### src/open_loop_speed_ramp_angle_top_defines.svh
// ----------------------------------------------------------------------------
// Assertion macros for the open-loop speed ramp angle generator
// Clocked concurrent assertion helpers; empty when NO_ASSERTIONS is set.
// ----------------------------------------------------------------------------
`ifndef OPEN_LOOP_SPEED_RAMP_ANGLE_TOP_DEFINES_SVH
`define OPEN_LOOP_SPEED_RAMP_ANGLE_TOP_DEFINES_SVH

`ifndef NO_ASSERTIONS
// clocked property, disabled while reset is asserted
`define OLSRA_ASSERT_CLK(lbl, clk, rst_n, prop) \
  lbl: assert property (@(posedge clk) disable iff (!rst_n) prop) \
    else $error("olsra assertion failed");
// clocked property, checked during reset as well
`define OLSRA_ASSERT_ALWAYS(lbl, clk, prop) \
  lbl: assert property (@(posedge clk) prop) \
    else $error("olsra assertion failed");
`else
`define OLSRA_ASSERT_CLK(lbl, clk, rst_n, prop)
`define OLSRA_ASSERT_ALWAYS(lbl, clk, prop)
`endif

`endif

### src/olsra_pkg.sv
// ----------------------------------------------------------------------------
// olsra_pkg
// Shared types and constants of the open-loop speed ramp angle generator.
// ----------------------------------------------------------------------------
`default_nettype none

package olsra_pkg;

  localparam logic signed [31:0] S32_MAX = 32'sh7FFF_FFFF;
  localparam logic signed [31:0] S32_MIN = 32'sh8000_0000;

  localparam logic [1:0] ACT_STEP         = 2'd0;
  localparam logic [1:0] ACT_PRESET_SPEED = 2'd1;
  localparam logic [1:0] ACT_PRESET_ANGLE = 2'd2;
  localparam logic [1:0] ACT_RESET        = 2'd3;

  localparam logic CFG_TARGET_SPEED = 1'b0;
  localparam logic CFG_ACCELERATION = 1'b1;

  localparam logic STATUS_OK          = 1'b0;
  localparam logic STATUS_BAD_PERIOD  = 1'b1;

  typedef enum logic [2:0] {
    ST_IDLE,
    ST_MUL_DELTA,
    ST_SLEW,
    ST_MUL_ANGLE,
    ST_ANGLE,
    ST_WB
  } olsra_state_t;

  typedef struct packed {
    logic               en;
    logic signed [31:0] a;
    logic signed [31:0] b;
  } olsra_mul_req_t;

endpackage

`default_nettype wire

### src/open_loop_speed_ramp_angle_top.sv
// ----------------------------------------------------------------------------
// open_loop_speed_ramp_angle_top
// Step: passes ST_MUL_DELTA, ST_SLEW, ST_MUL_ANGLE, ST_ANGLE and ST_WB; the
// multiplier is shared by the slew delta and the angle increment.
// Preset, reset and invalid-period steps go straight from ST_IDLE to ST_WB.
// New inputs are stalled outside ST_IDLE; ST_WB holds while out is stalled.
// Synchronous active-low reset clears speed, angle, config and valid.
// ----------------------------------------------------------------------------
`default_nettype none
`include "open_loop_speed_ramp_angle_top_defines.svh"

module open_loop_speed_ramp_angle_top #(
  parameter int FRAC_BITS = 16
) (
  input  wire logic               clk,
  input  wire logic               rst_n,

  input  wire logic               cfg_we,
  input  wire logic               cfg_index,
  input  wire logic [31:0]        cfg_wdata,

  input  wire logic               in_valid,
  output logic                    in_stall,
  input  wire logic [1:0]         in_action,
  input  wire logic signed [31:0] in_sample_period,
  input  wire logic [31:0]        in_timestamp,
  input  wire logic signed [31:0] in_load_value,

  output logic                    out_valid,
  input  wire logic               out_stall,
  output logic [31:0]             out_electrical_angle,
  output logic signed [31:0]      out_electrical_speed,
  output logic [31:0]             out_stamp_out,
  output logic                    out_status
);

  olsra_pkg::olsra_state_t state_r, state_nxt;

  logic signed [31:0] target_r, accel_r;
  logic signed [31:0] speed_r, speed_nxt;
  logic [31:0]        angle_r, angle_nxt;
  logic signed [31:0] period_r;
  logic [31:0]        stamp_r;
  logic               status_r, status_nxt;
  logic               out_valid_r;

  logic               in_xfer;
  logic               out_free;
  logic               bad_period;
  logic signed [31:0] accel_mag;
  logic signed [31:0] mul_res;
  logic signed [32:0] sum_up, sum_dn, tgt_ext;
  olsra_pkg::olsra_mul_req_t mul_req;

  assign in_stall   = (state_r != olsra_pkg::ST_IDLE);
  assign in_xfer    = in_valid && !in_stall;
  assign out_free   = !out_valid_r || !out_stall;
  assign bad_period = in_sample_period[31] || (in_sample_period == 32'sd0);
  assign accel_mag  = !accel_r[31] ? accel_r :
                      (accel_r == olsra_pkg::S32_MIN) ? olsra_pkg::S32_MAX : -accel_r;
  assign tgt_ext    = 33'(target_r);
  assign sum_up     = 33'(speed_r) + 33'(mul_res);
  assign sum_dn     = 33'(speed_r) - 33'(mul_res);

  olsra_mul #(.FRAC_BITS(FRAC_BITS)) u_mul (
    .clk (clk),
    .req (mul_req),
    .res (mul_res)
  );

  // next state
  always_comb begin
    state_nxt = state_r;
    case (state_r)
      olsra_pkg::ST_IDLE: begin
        if (in_xfer) begin
          if (in_action == olsra_pkg::ACT_STEP && !bad_period) begin
            state_nxt = olsra_pkg::ST_MUL_DELTA;
          end else begin
            state_nxt = olsra_pkg::ST_WB;
          end
        end
      end
      olsra_pkg::ST_MUL_DELTA: state_nxt = olsra_pkg::ST_SLEW;
      olsra_pkg::ST_SLEW:      state_nxt = olsra_pkg::ST_MUL_ANGLE;
      olsra_pkg::ST_MUL_ANGLE: state_nxt = olsra_pkg::ST_ANGLE;
      olsra_pkg::ST_ANGLE:     state_nxt = olsra_pkg::ST_WB;
      olsra_pkg::ST_WB: begin
        if (out_free) begin
          state_nxt = olsra_pkg::ST_IDLE;
        end
      end
      default: state_nxt = olsra_pkg::ST_IDLE;
    endcase
  end

  // datapath control
  always_comb begin
    speed_nxt   = speed_r;
    angle_nxt   = angle_r;
    status_nxt  = status_r;
    mul_req.en  = 1'b0;
    mul_req.a   = accel_mag;
    mul_req.b   = period_r;
    case (state_r)
      olsra_pkg::ST_IDLE: begin
        if (in_xfer) begin
          status_nxt = olsra_pkg::STATUS_OK;
          case (in_action)
            olsra_pkg::ACT_STEP: begin
              if (bad_period) begin
                status_nxt = olsra_pkg::STATUS_BAD_PERIOD;
              end
            end
            olsra_pkg::ACT_PRESET_SPEED: speed_nxt = in_load_value;
            olsra_pkg::ACT_PRESET_ANGLE: angle_nxt = in_load_value;
            olsra_pkg::ACT_RESET: begin
              speed_nxt = 32'sd0;
              angle_nxt = 32'd0;
            end
            default: begin
              speed_nxt = speed_r;
            end
          endcase
        end
      end
      olsra_pkg::ST_MUL_DELTA: begin
        mul_req.en = 1'b1;
      end
      olsra_pkg::ST_SLEW: begin
        if (speed_r < target_r) begin
          speed_nxt = (sum_up > tgt_ext) ? target_r : sum_up[31:0];
        end else if (speed_r > target_r) begin
          speed_nxt = (sum_dn < tgt_ext) ? target_r : sum_dn[31:0];
        end
      end
      olsra_pkg::ST_MUL_ANGLE: begin
        mul_req.en = 1'b1;
        mul_req.a  = speed_r;
      end
      olsra_pkg::ST_ANGLE: begin
        angle_nxt = angle_r + 32'(mul_res << (32 - FRAC_BITS));
      end
      default: begin
        mul_req.en = 1'b0;
      end
    endcase
  end

  always_ff @(posedge clk) begin
    if (!rst_n) begin
      state_r     <= olsra_pkg::ST_IDLE;
      target_r    <= 32'sd0;
      accel_r     <= 32'sd0;
      speed_r     <= 32'sd0;
      angle_r     <= 32'd0;
      out_valid_r <= 1'b0;
    end else begin
      state_r <= state_nxt;
      speed_r <= speed_nxt;
      angle_r <= angle_nxt;
      if (cfg_we) begin
        case (cfg_index)
          olsra_pkg::CFG_TARGET_SPEED: target_r <= cfg_wdata;
          olsra_pkg::CFG_ACCELERATION: accel_r  <= cfg_wdata;
          default: target_r <= target_r;
        endcase
      end
      if (state_r == olsra_pkg::ST_WB && out_free) begin
        out_valid_r <= 1'b1;
      end else if (!out_stall) begin
        out_valid_r <= 1'b0;
      end
    end
  end

  always_ff @(posedge clk) begin
    status_r <= status_nxt;
    if (in_xfer) begin
      period_r <= in_sample_period;
      stamp_r  <= in_timestamp;
    end
    if (state_r == olsra_pkg::ST_WB && out_free) begin
      out_electrical_angle <= angle_r;
      out_electrical_speed <= speed_r;
      out_stamp_out        <= stamp_r;
      out_status           <= status_r;
    end
  end

  assign out_valid = out_valid_r;

  `OLSRA_ASSERT_CLK(a_xfer_busy, clk, rst_n, in_xfer |=> (state_r != olsra_pkg::ST_IDLE))
  `OLSRA_ASSERT_CLK(a_angle_to_wb, clk, rst_n,
    (state_r == olsra_pkg::ST_ANGLE) |=> (state_r == olsra_pkg::ST_WB))
  `OLSRA_ASSERT_CLK(a_wb_shows, clk, rst_n,
    (state_r == olsra_pkg::ST_WB && out_free) |=> out_valid_r)
  `OLSRA_ASSERT_CLK(a_result_held, clk, rst_n,
    (out_valid_r && out_stall) |=> (out_valid_r && $stable(out_electrical_angle)))

endmodule

`default_nettype wire

### src/olsra_mul.sv
// ----------------------------------------------------------------------------
// olsra_mul
// Shared fixed-point multiplier: registered 32x32 signed product, then a
// floor shift by FRAC_BITS and saturation to the signed 32-bit range.
// ----------------------------------------------------------------------------
`default_nettype none

module olsra_mul #(
  parameter int FRAC_BITS = 16
) (
  input  wire logic                     clk,
  input  wire olsra_pkg::olsra_mul_req_t req,
  output logic signed [31:0]            res
);

  logic signed [63:0]     prod_r;
  logic signed [31:0]     shifted;
  logic [32-FRAC_BITS:0]  hi;

  always_ff @(posedge clk) begin
    if (req.en) begin
      prod_r <= 64'(req.a) * 64'(req.b);
    end
  end

  assign shifted = prod_r[31+FRAC_BITS:FRAC_BITS];
  assign hi      = prod_r[63:31+FRAC_BITS];

  always_comb begin
    if ((&hi) || !(|hi)) begin
      res = shifted;
    end else if (prod_r[63]) begin
      res = olsra_pkg::S32_MIN;
    end else begin
      res = olsra_pkg::S32_MAX;
    end
  end

endmodule

`default_nettype wire
### config.mk
export PLATFORM = sky130hd
export DESIGN_NAME = open_loop_speed_ramp_angle_top
export DESIGN_NICKNAME = d
export VERILOG_FILES = /design/src/olsra_pkg.sv /design/src/open_loop_speed_ramp_angle_top.sv /design/src/olsra_mul.sv
export VERILOG_INCLUDE_DIRS = /design/src /design/src/src
export SDC_FILE = /design/constraint.sdc
export NUM_CORES = 2
export LEC_CHECK = 0
export BUFFER_PORTS_ARGS = -buffer_cell sky130_fd_sc_hd__buf_4
export CAP_MARGIN = 15
export CORE_UTILIZATION = 59
export DETAILED_ROUTE_END_ITERATION = 8
export PLACE_DENSITY_LB_ADDON = 0.2
export SYNTH_ARGS = -nofsm -noshare
export SYNTH_HDL_FRONTEND = slang
export SYNTH_SLANG_ARGS = --single-unit
### constraint.sdc
create_clock -name clk -period 10.5 [get_ports clk]
set_input_delay 0.525 -clock clk [delete_from_list [all_inputs] [get_ports clk]]
set_output_delay 0.525 -clock clk [all_outputs]
set_load 0.005 [all_outputs]
## Yosys cells after proc, flatten, opt, wreduce, memory -nomap -nowiden

Index checks and enable logic that the tools add are counted.

- Input port bits: 136
- Logic and storage cells: 88
- Register bits: 358
- Output and inout bits: 99

- Equality and inequality tests: 15
- Reduce and logical (&&, ||, !) cells: 26
- Mux-type cells: 23
- Bitwise logic cells: 1
- Multiply operators: 1
- $lt $le $gt $ge: 4
- Add/subtract/negate cells: 4

Operators by type and width:

| cell | count |
|---|---|
| 32-bit two-way mux | 11 |
| 32-bit one-hot mux with 2 select lines | 4 |
| 32-bit by 32-bit multiplier with 64-bit output | 1 |
| 32-bit by 32-bit adder with 33-bit output | 1 |
| 33-bit by 32-bit greater-than comparator with 1-bit output | 1 |
| 33-bit by 32-bit < comparator with 1-bit output | 1 |
| 32-bit by 32-bit subtractor with 33-bit output | 1 |
| 32-bit adder | 1 |
| 32-bit == test, second input constant | 1 |
| 32-bit greater-than comparator | 1 |
| 32-bit logical NOT | 1 |
| 32-bit < comparator | 1 |
| 32-bit negation | 1 |
| 3-bit one-hot mux with 6 select lines | 1 |
| 17-bit AND reduction | 1 |
| 17-bit OR reduction | 1 |
| 3-bit two-way mux | 3 |
| 2-bit AND reduction | 4 |
| 3-bit by 2-bit == test with 1-bit output, second input constant | 2 |
| 3-bit == test, second input constant | 2 |
| 3-bit by 1-bit inequality test with 1-bit output, second input constant | 2 |
| 1-bit logical NOT | 5 |
| 2-bit == test, second input constant | 2 |
| 1-bit two-way mux | 4 |
| other kinds (15) | 21 |

## Logic depth before layout (Yosys ltp)

- Depth in word-level cells: 10
- Depth in mapped cells: 40
- Depth with buffers taken out: 39

## Hierarchy

From an unflattened synthesis, not the netlist that was laid out.

- Cell total of the unflattened synthesis: 5999
- Area total of the unflattened synthesis: 56145.1 um^2

Modules (own cells, without submodules):

| module | sequential area each (um^2) | cells an instance | instances | area an instance (um^2) |
|---|---|---|---|---|
| olsra_mul | 1441.4 | 3968 | 1 | 37766.2 |
| open_loop_speed_ramp_angle_top | 7507.2 | 2031 | 1 | 18378.9 |

## Worst setup path after synthesis

OpenSTA, ideal clock, no wires.

- Path kind: flip-flop to flip-flop
- Start: register state_r[2]
- End: register u_mul.prod_r[57] (data pin)
- Library setup time: 0.256 ns
- Arrival: 10.870 ns
- Data required time: 10.244 ns
- Buffers on the path: 4
- Cell stages (with the launch flop): 34
- Path slack: -0.626 ns
- Clock period less this slack: 11.126 ns
- Path through: dfxtp_1 -> clkbuf_1 -> nor2b_1 -> nand2_1 -> clkbuf_1 -> nor2_1 -> a21oi_1 -> clkbuf_1 -> and2_1 -> fa_1 -> fa_1 -> fa_1 -> inv_1 -> fa_1 -> inv_1 -> fa_1 -> inv_1 -> fa_1 -> inv_1 -> fa_1 -> fa_1 -> ha_1 -> clkbuf_1 -> a21o_1 -> a21o_1 -> a221oi_1 -> o21ai_1 -> a221o_1 -> a21oi_1 -> a2111oi_2 -> o21ai_1 -> a31oi_2 -> or4_1 -> and4_1

- Word-level cells in the longest chain between the ends: 3

Ends and longest elaborated chain:

| what | RTL line | RTL |
|---|---|---|
| start, declared | open_loop_speed_ramp_angle_top.sv:37 | `olsra_pkg::olsra_state_t state_r, state_nxt;` |
| start signal, assigned | open_loop_speed_ramp_angle_top.sv:152 | `state_r <= olsra_pkg::ST_IDLE;` |
| start signal, assigned | open_loop_speed_ramp_angle_top.sv:159 | `state_r <= state_nxt;` |
| 3-bit by 2-bit == test with 1-bit output | open_loop_speed_ramp_angle_top.sv:105 | `case (state_r)` |
| 32-bit two-way mux | open_loop_speed_ramp_angle_top.sv:105 |  |
| 32-bit by 32-bit multiplier with 64-bit output | olsra_mul.sv:22 | `prod_r <= 64'(req.a) * 64'(req.b);` |
| end signal, assigned | olsra_mul.sv:22 |  |
| end, declared | olsra_mul.sv:16 | `logic signed [63:0] prod_r;` |

No other way between the ends.
A chain may end at the register's enable or synchronous reset.

## Worst setup path after layout

- Start: register accel_r[0]
- End: register u_mul.prod_r[61] (data pin)

- Word-level cells in the longest chain between the ends: 5
- Elaborated cells between the ends (all ways): 6
- Classes of those cells: add/sub: 1; mul: 1; eq/ne: 1; mux: 3

Ends and longest elaborated chain:

| what | RTL line | RTL |
|---|---|---|
| start, declared | open_loop_speed_ramp_angle_top.sv:39 | `logic signed [31:0] target_r, accel_r;` |
| start signal, assigned | open_loop_speed_ramp_angle_top.sv:165 | `olsra_pkg::CFG_ACCELERATION: accel_r <= cfg_wdata;` |
| 32-bit negation or 32-bit == test (tied branches) | open_loop_speed_ramp_angle_top.sv:60 | `(accel_r == olsra_pkg::S32_MIN) ? olsra_pkg::S32_MAX : -accel_r;` |
| 32-bit two-way mux | open_loop_speed_ramp_angle_top.sv:60 |  |
| 32-bit two-way mux * | open_loop_speed_ramp_angle_top.sv:59 | `assign accel_mag = !accel_r[31] ? accel_r :` |
| 32-bit two-way mux * | open_loop_speed_ramp_angle_top.sv:105 |  |
| 32-bit by 32-bit multiplier with 64-bit output * | olsra_mul.sv:22 |  |

Every way passes the cells marked *; elsewhere a longest branch is shown, timed or not.

==> impl_metrics.py <==
metrics = {
    "grt": {
        "antenna_found_initial": 4,
        "first_global_vias": 44100,
        "grt_pass1_wl_microns": 255000,
        "grt-ovfl-total": 0,
        "grt_max_degree": 66,
        "grt_util_all_layers_pct": 35.2,
    },
    "route": {
        "drc": 0,
        "vias_per_cell": 5.82,
        "vias": 42600,
        "ant_nets": 0,
        "routedWlPerCell_microns": 22.4,
        "routed_wl_microns": 164000,
        "drtPass1Iterations": 6,
        "drtIter0Drc": 3790,
    },
    "timing": {
        "period_share_pct": 96.8,
        "tightest_slew_ps": 1150,
        "slew_violations": 0,
        "maxSlewHeadroom_pct": 22.5,
        "setup_viol": 0,
        "fmax_mhz": 98.4,
        "hold_violations": 0,
        "clock_skew_ps": 35.7,
        "post-route-min-period_ps": 10160,
    },
    "clock_network": {
        "cts_root_buffer": "clkbuf_16",
        "cts_tree": "yes",
        "cts_buffers": 42,
        "clk_pin_slew_ps": 60,
        "clockBufferDepth": 3,
        "clkSinkCount": 342,
        "htreeDepth": 2,
        "clk_latency_ps": 630,
    },
    "synthesis": {
        "synth-async-reset-ratio_pct": 0,
        "yosysWarnings": 0,
        "ys_types": 82,
        "synth_seq_cells": 342,
        "avgSynthCellArea_sq_um": 9.41,
        "synth_top_flop_cell": "edfxtp_1",
        "yosysTopAreaCell": "fa_1",
        "yosys.area.top_type_share_pct": 38.8,
        "synth-seq-area-share_pct": 16.0,
        "ys_top_cells_by_area": "fa_1, edfxtp_1, ha_1, inv_1, and2_1",
        "syn-cell-area_sq_um": 55900,
        "synth_fp_nets": 7516,
        "synth_cells": 5937,
        "synth_edf_count": 210,
    },
    "floorplanning": {
        "core.rowCount": 112,
        "fp.dieArea_sq_um": 96000,
        "core_sq_um": 93600,
        "die_y_microns": 310,
        "start_util_pct": 59.7,
        "io_pins": 235,
        "die_width_microns": 310,
    },
    "place": {
        "place.gp.congestion": 1.00,
        "dp_hpwl_microns": 134000,
        "dp.cells": 7229,
        "postPlaceCellArea_sq_um": 59100,
        "io_buffers": 234,
    },
    "cells_and_area": {
        "drive_gt1_share_pct": 8.36,
        "stdcell_area_sq_um": 60800,
        "nets": 7609,
        "layout_commonest_cell": "fa_1",
        "syn_to_final_growth_pct": 8.76,
        "stdcell_count": 7320,
        "final_cell_mix": "fa_1, inv_1, nand2_1",
    },
    "worst_setup_path": {
        "cp_max_fo": 22,
        "crit_required_ps": 10850,
        "cp-end-kind": "flip-flop",
        "cp_slowest_cell": "fa_1",
        "crit-reg2reg-launch": "accel_r[0]",
        "critical_path_arrival_ps": 10520,
        "crit_path_start_kind": "flip-flop",
        "crit_top_cell": "fa_1",
        "r2r-end": "u_mul.prod_r[61]",
        "slowest_delay_ps": 580,
        "reg2reg_depth": 30,
        "r2r_slack_ps": 340,
        "crit_type": "reg2reg",
    },
    "hold_path": {
        "min_to": "stamp_r[29]",
        "hold_class": "in2reg",
        "min_from": "in_timestamp[29]",
        "min_path_cells": 1,
    },
    "status": {
        "outcome": "completed",
    },
    "run": {
        "drv_cap": 0,
    },
}
## layout make-up
class	instances	area [sq um]
Antenna cell	3	7.51
Clock buffer	52	1100
Clock inverter	25	280
Fill cell	7787	32800
Inverter	1086	4080
Multi-Input combinational cell	4193	42000
Sequential cell	342	8950
Tap cell	1254	1570
Timing Repair Buffer	365	2790
## per-layer routing
layer | track usage [%] | up-vias | routed length [microns]
li1 | - | 18700 | -
met1 | 46.6 | 21700 | 64900
met2 | 57.5 | 1742 | 78400
met3 | 5.53 | 392 | 13000
met4 | 15.6 | 4 | 8080
met5 | 0 | - | 22
## synthesized netlist by cell type (7+ instances only)
cell	n
inv_1	1084
nand2_1	729
dfxtp_1	132
a211o_1	9
nor3_1	39
and4_1	7
nand4_1	37
a22oi_1	9
o21ai_0	107
and3_1	24
nand2b_1	22
a31oi_1	29
and2_1	569
o21bai_1	37
o21a_1	46
a21o_1	82
nor2b_1	23
nor2_1	186
a21oi_1	292
xor2_1	63
o31ai_1	17
ha_1	359
mux2i_1	16
or3_1	10
a41oi_1	11
nand3_1	73
xnor2_1	98
clkbuf_1	309
o21ai_1	10
a22o_1	8
or4_1	10
o211ai_1	18
a221oi_1	21
fa_1	1084
a211oi_1	17
o41ai_1	11
a311oi_1	11
edfxtp_1	210
nor4_1	22
## flip-flops by register name (all words and copies together), names as in the netlist
register and count:
period_r 32, state_r 3, speed_r 32, status_r 1, target_r 32, u_mul.prod_r 48, angle_r 32, stamp_r 32
out_electrical_angle 32, out_electrical_speed 32, out_stamp_out 32, accel_r 32, out_valid 1, out_status 1
## logic make-up after synthesis
family / Yosys count / share of synthesized area (%)
muxes: 17 / 0.307
and+or+nand+nor: 1776 / 15.7
AOI/OAI and AO/OA: 795 / 9.17
xor gates and xnor gates: 161 / 2.52
buffers and inverters: 1403 / 9.44
adders and majority gates: 1443 / 46.9
DFF: 342 / 16.0
## worst max-delay path, delay by kind of cell, from the launching register on
kind,cells,cell delay (ps)
DFF,1,340
xor gates and xnor gates,1,140
AOI/OAI and AO/OA,6,1720
buffers and inverters,7,1180
adders and majority gates,10,4600
and+or+nand+nor,6,1860
## what timing repair did
action                                  in CTS  in global routing
resized for setup                            2                 33
endpoints found under the setup margin       3                 16
gates cloned                                 0                  1
pin swaps                                    0                  5
setup buffers                                0                 10
hold buffers                                 0                  0
## worst max path at each step
stage	slack (ps)	start	to
floorplan	450	state_r[2]	u_mul.prod_r[57]
global placement	130	accel_r[0]	u_mul.prod_r[61]
detailed placement	4	accel_r[0]	u_mul.prod_r[61]
CTS	70	accel_r[0]	u_mul.prod_r[57]
global route	-60	accel_r[4]	u_mul.prod_r[57]
finish	340	accel_r[0]	u_mul.prod_r[61]
## metrics by stage
| step | hold WS, ps | utilization (%) | worst slack, ps | setup TNS (ps) |
|---|---|---|---|---|
| final | 74.7 | 64.9 | 337 | 0 |
| after detailed placement | 405 | 63.2 | 3.77 | 0 |
| after global routing | 54.6 | 64.9 | -59.1 | -93.3 |
| after global placement | 401 | 63.2 | 134 | 0 |
| after floorplan | 400 | - | 454 | 0 |
| after CTS | 36.1 | 64.7 | 65.5 | 0 |
Power is not shown: default switching activity piles up to over one toggle a cycle in this logic, so the estimate is an artifact.
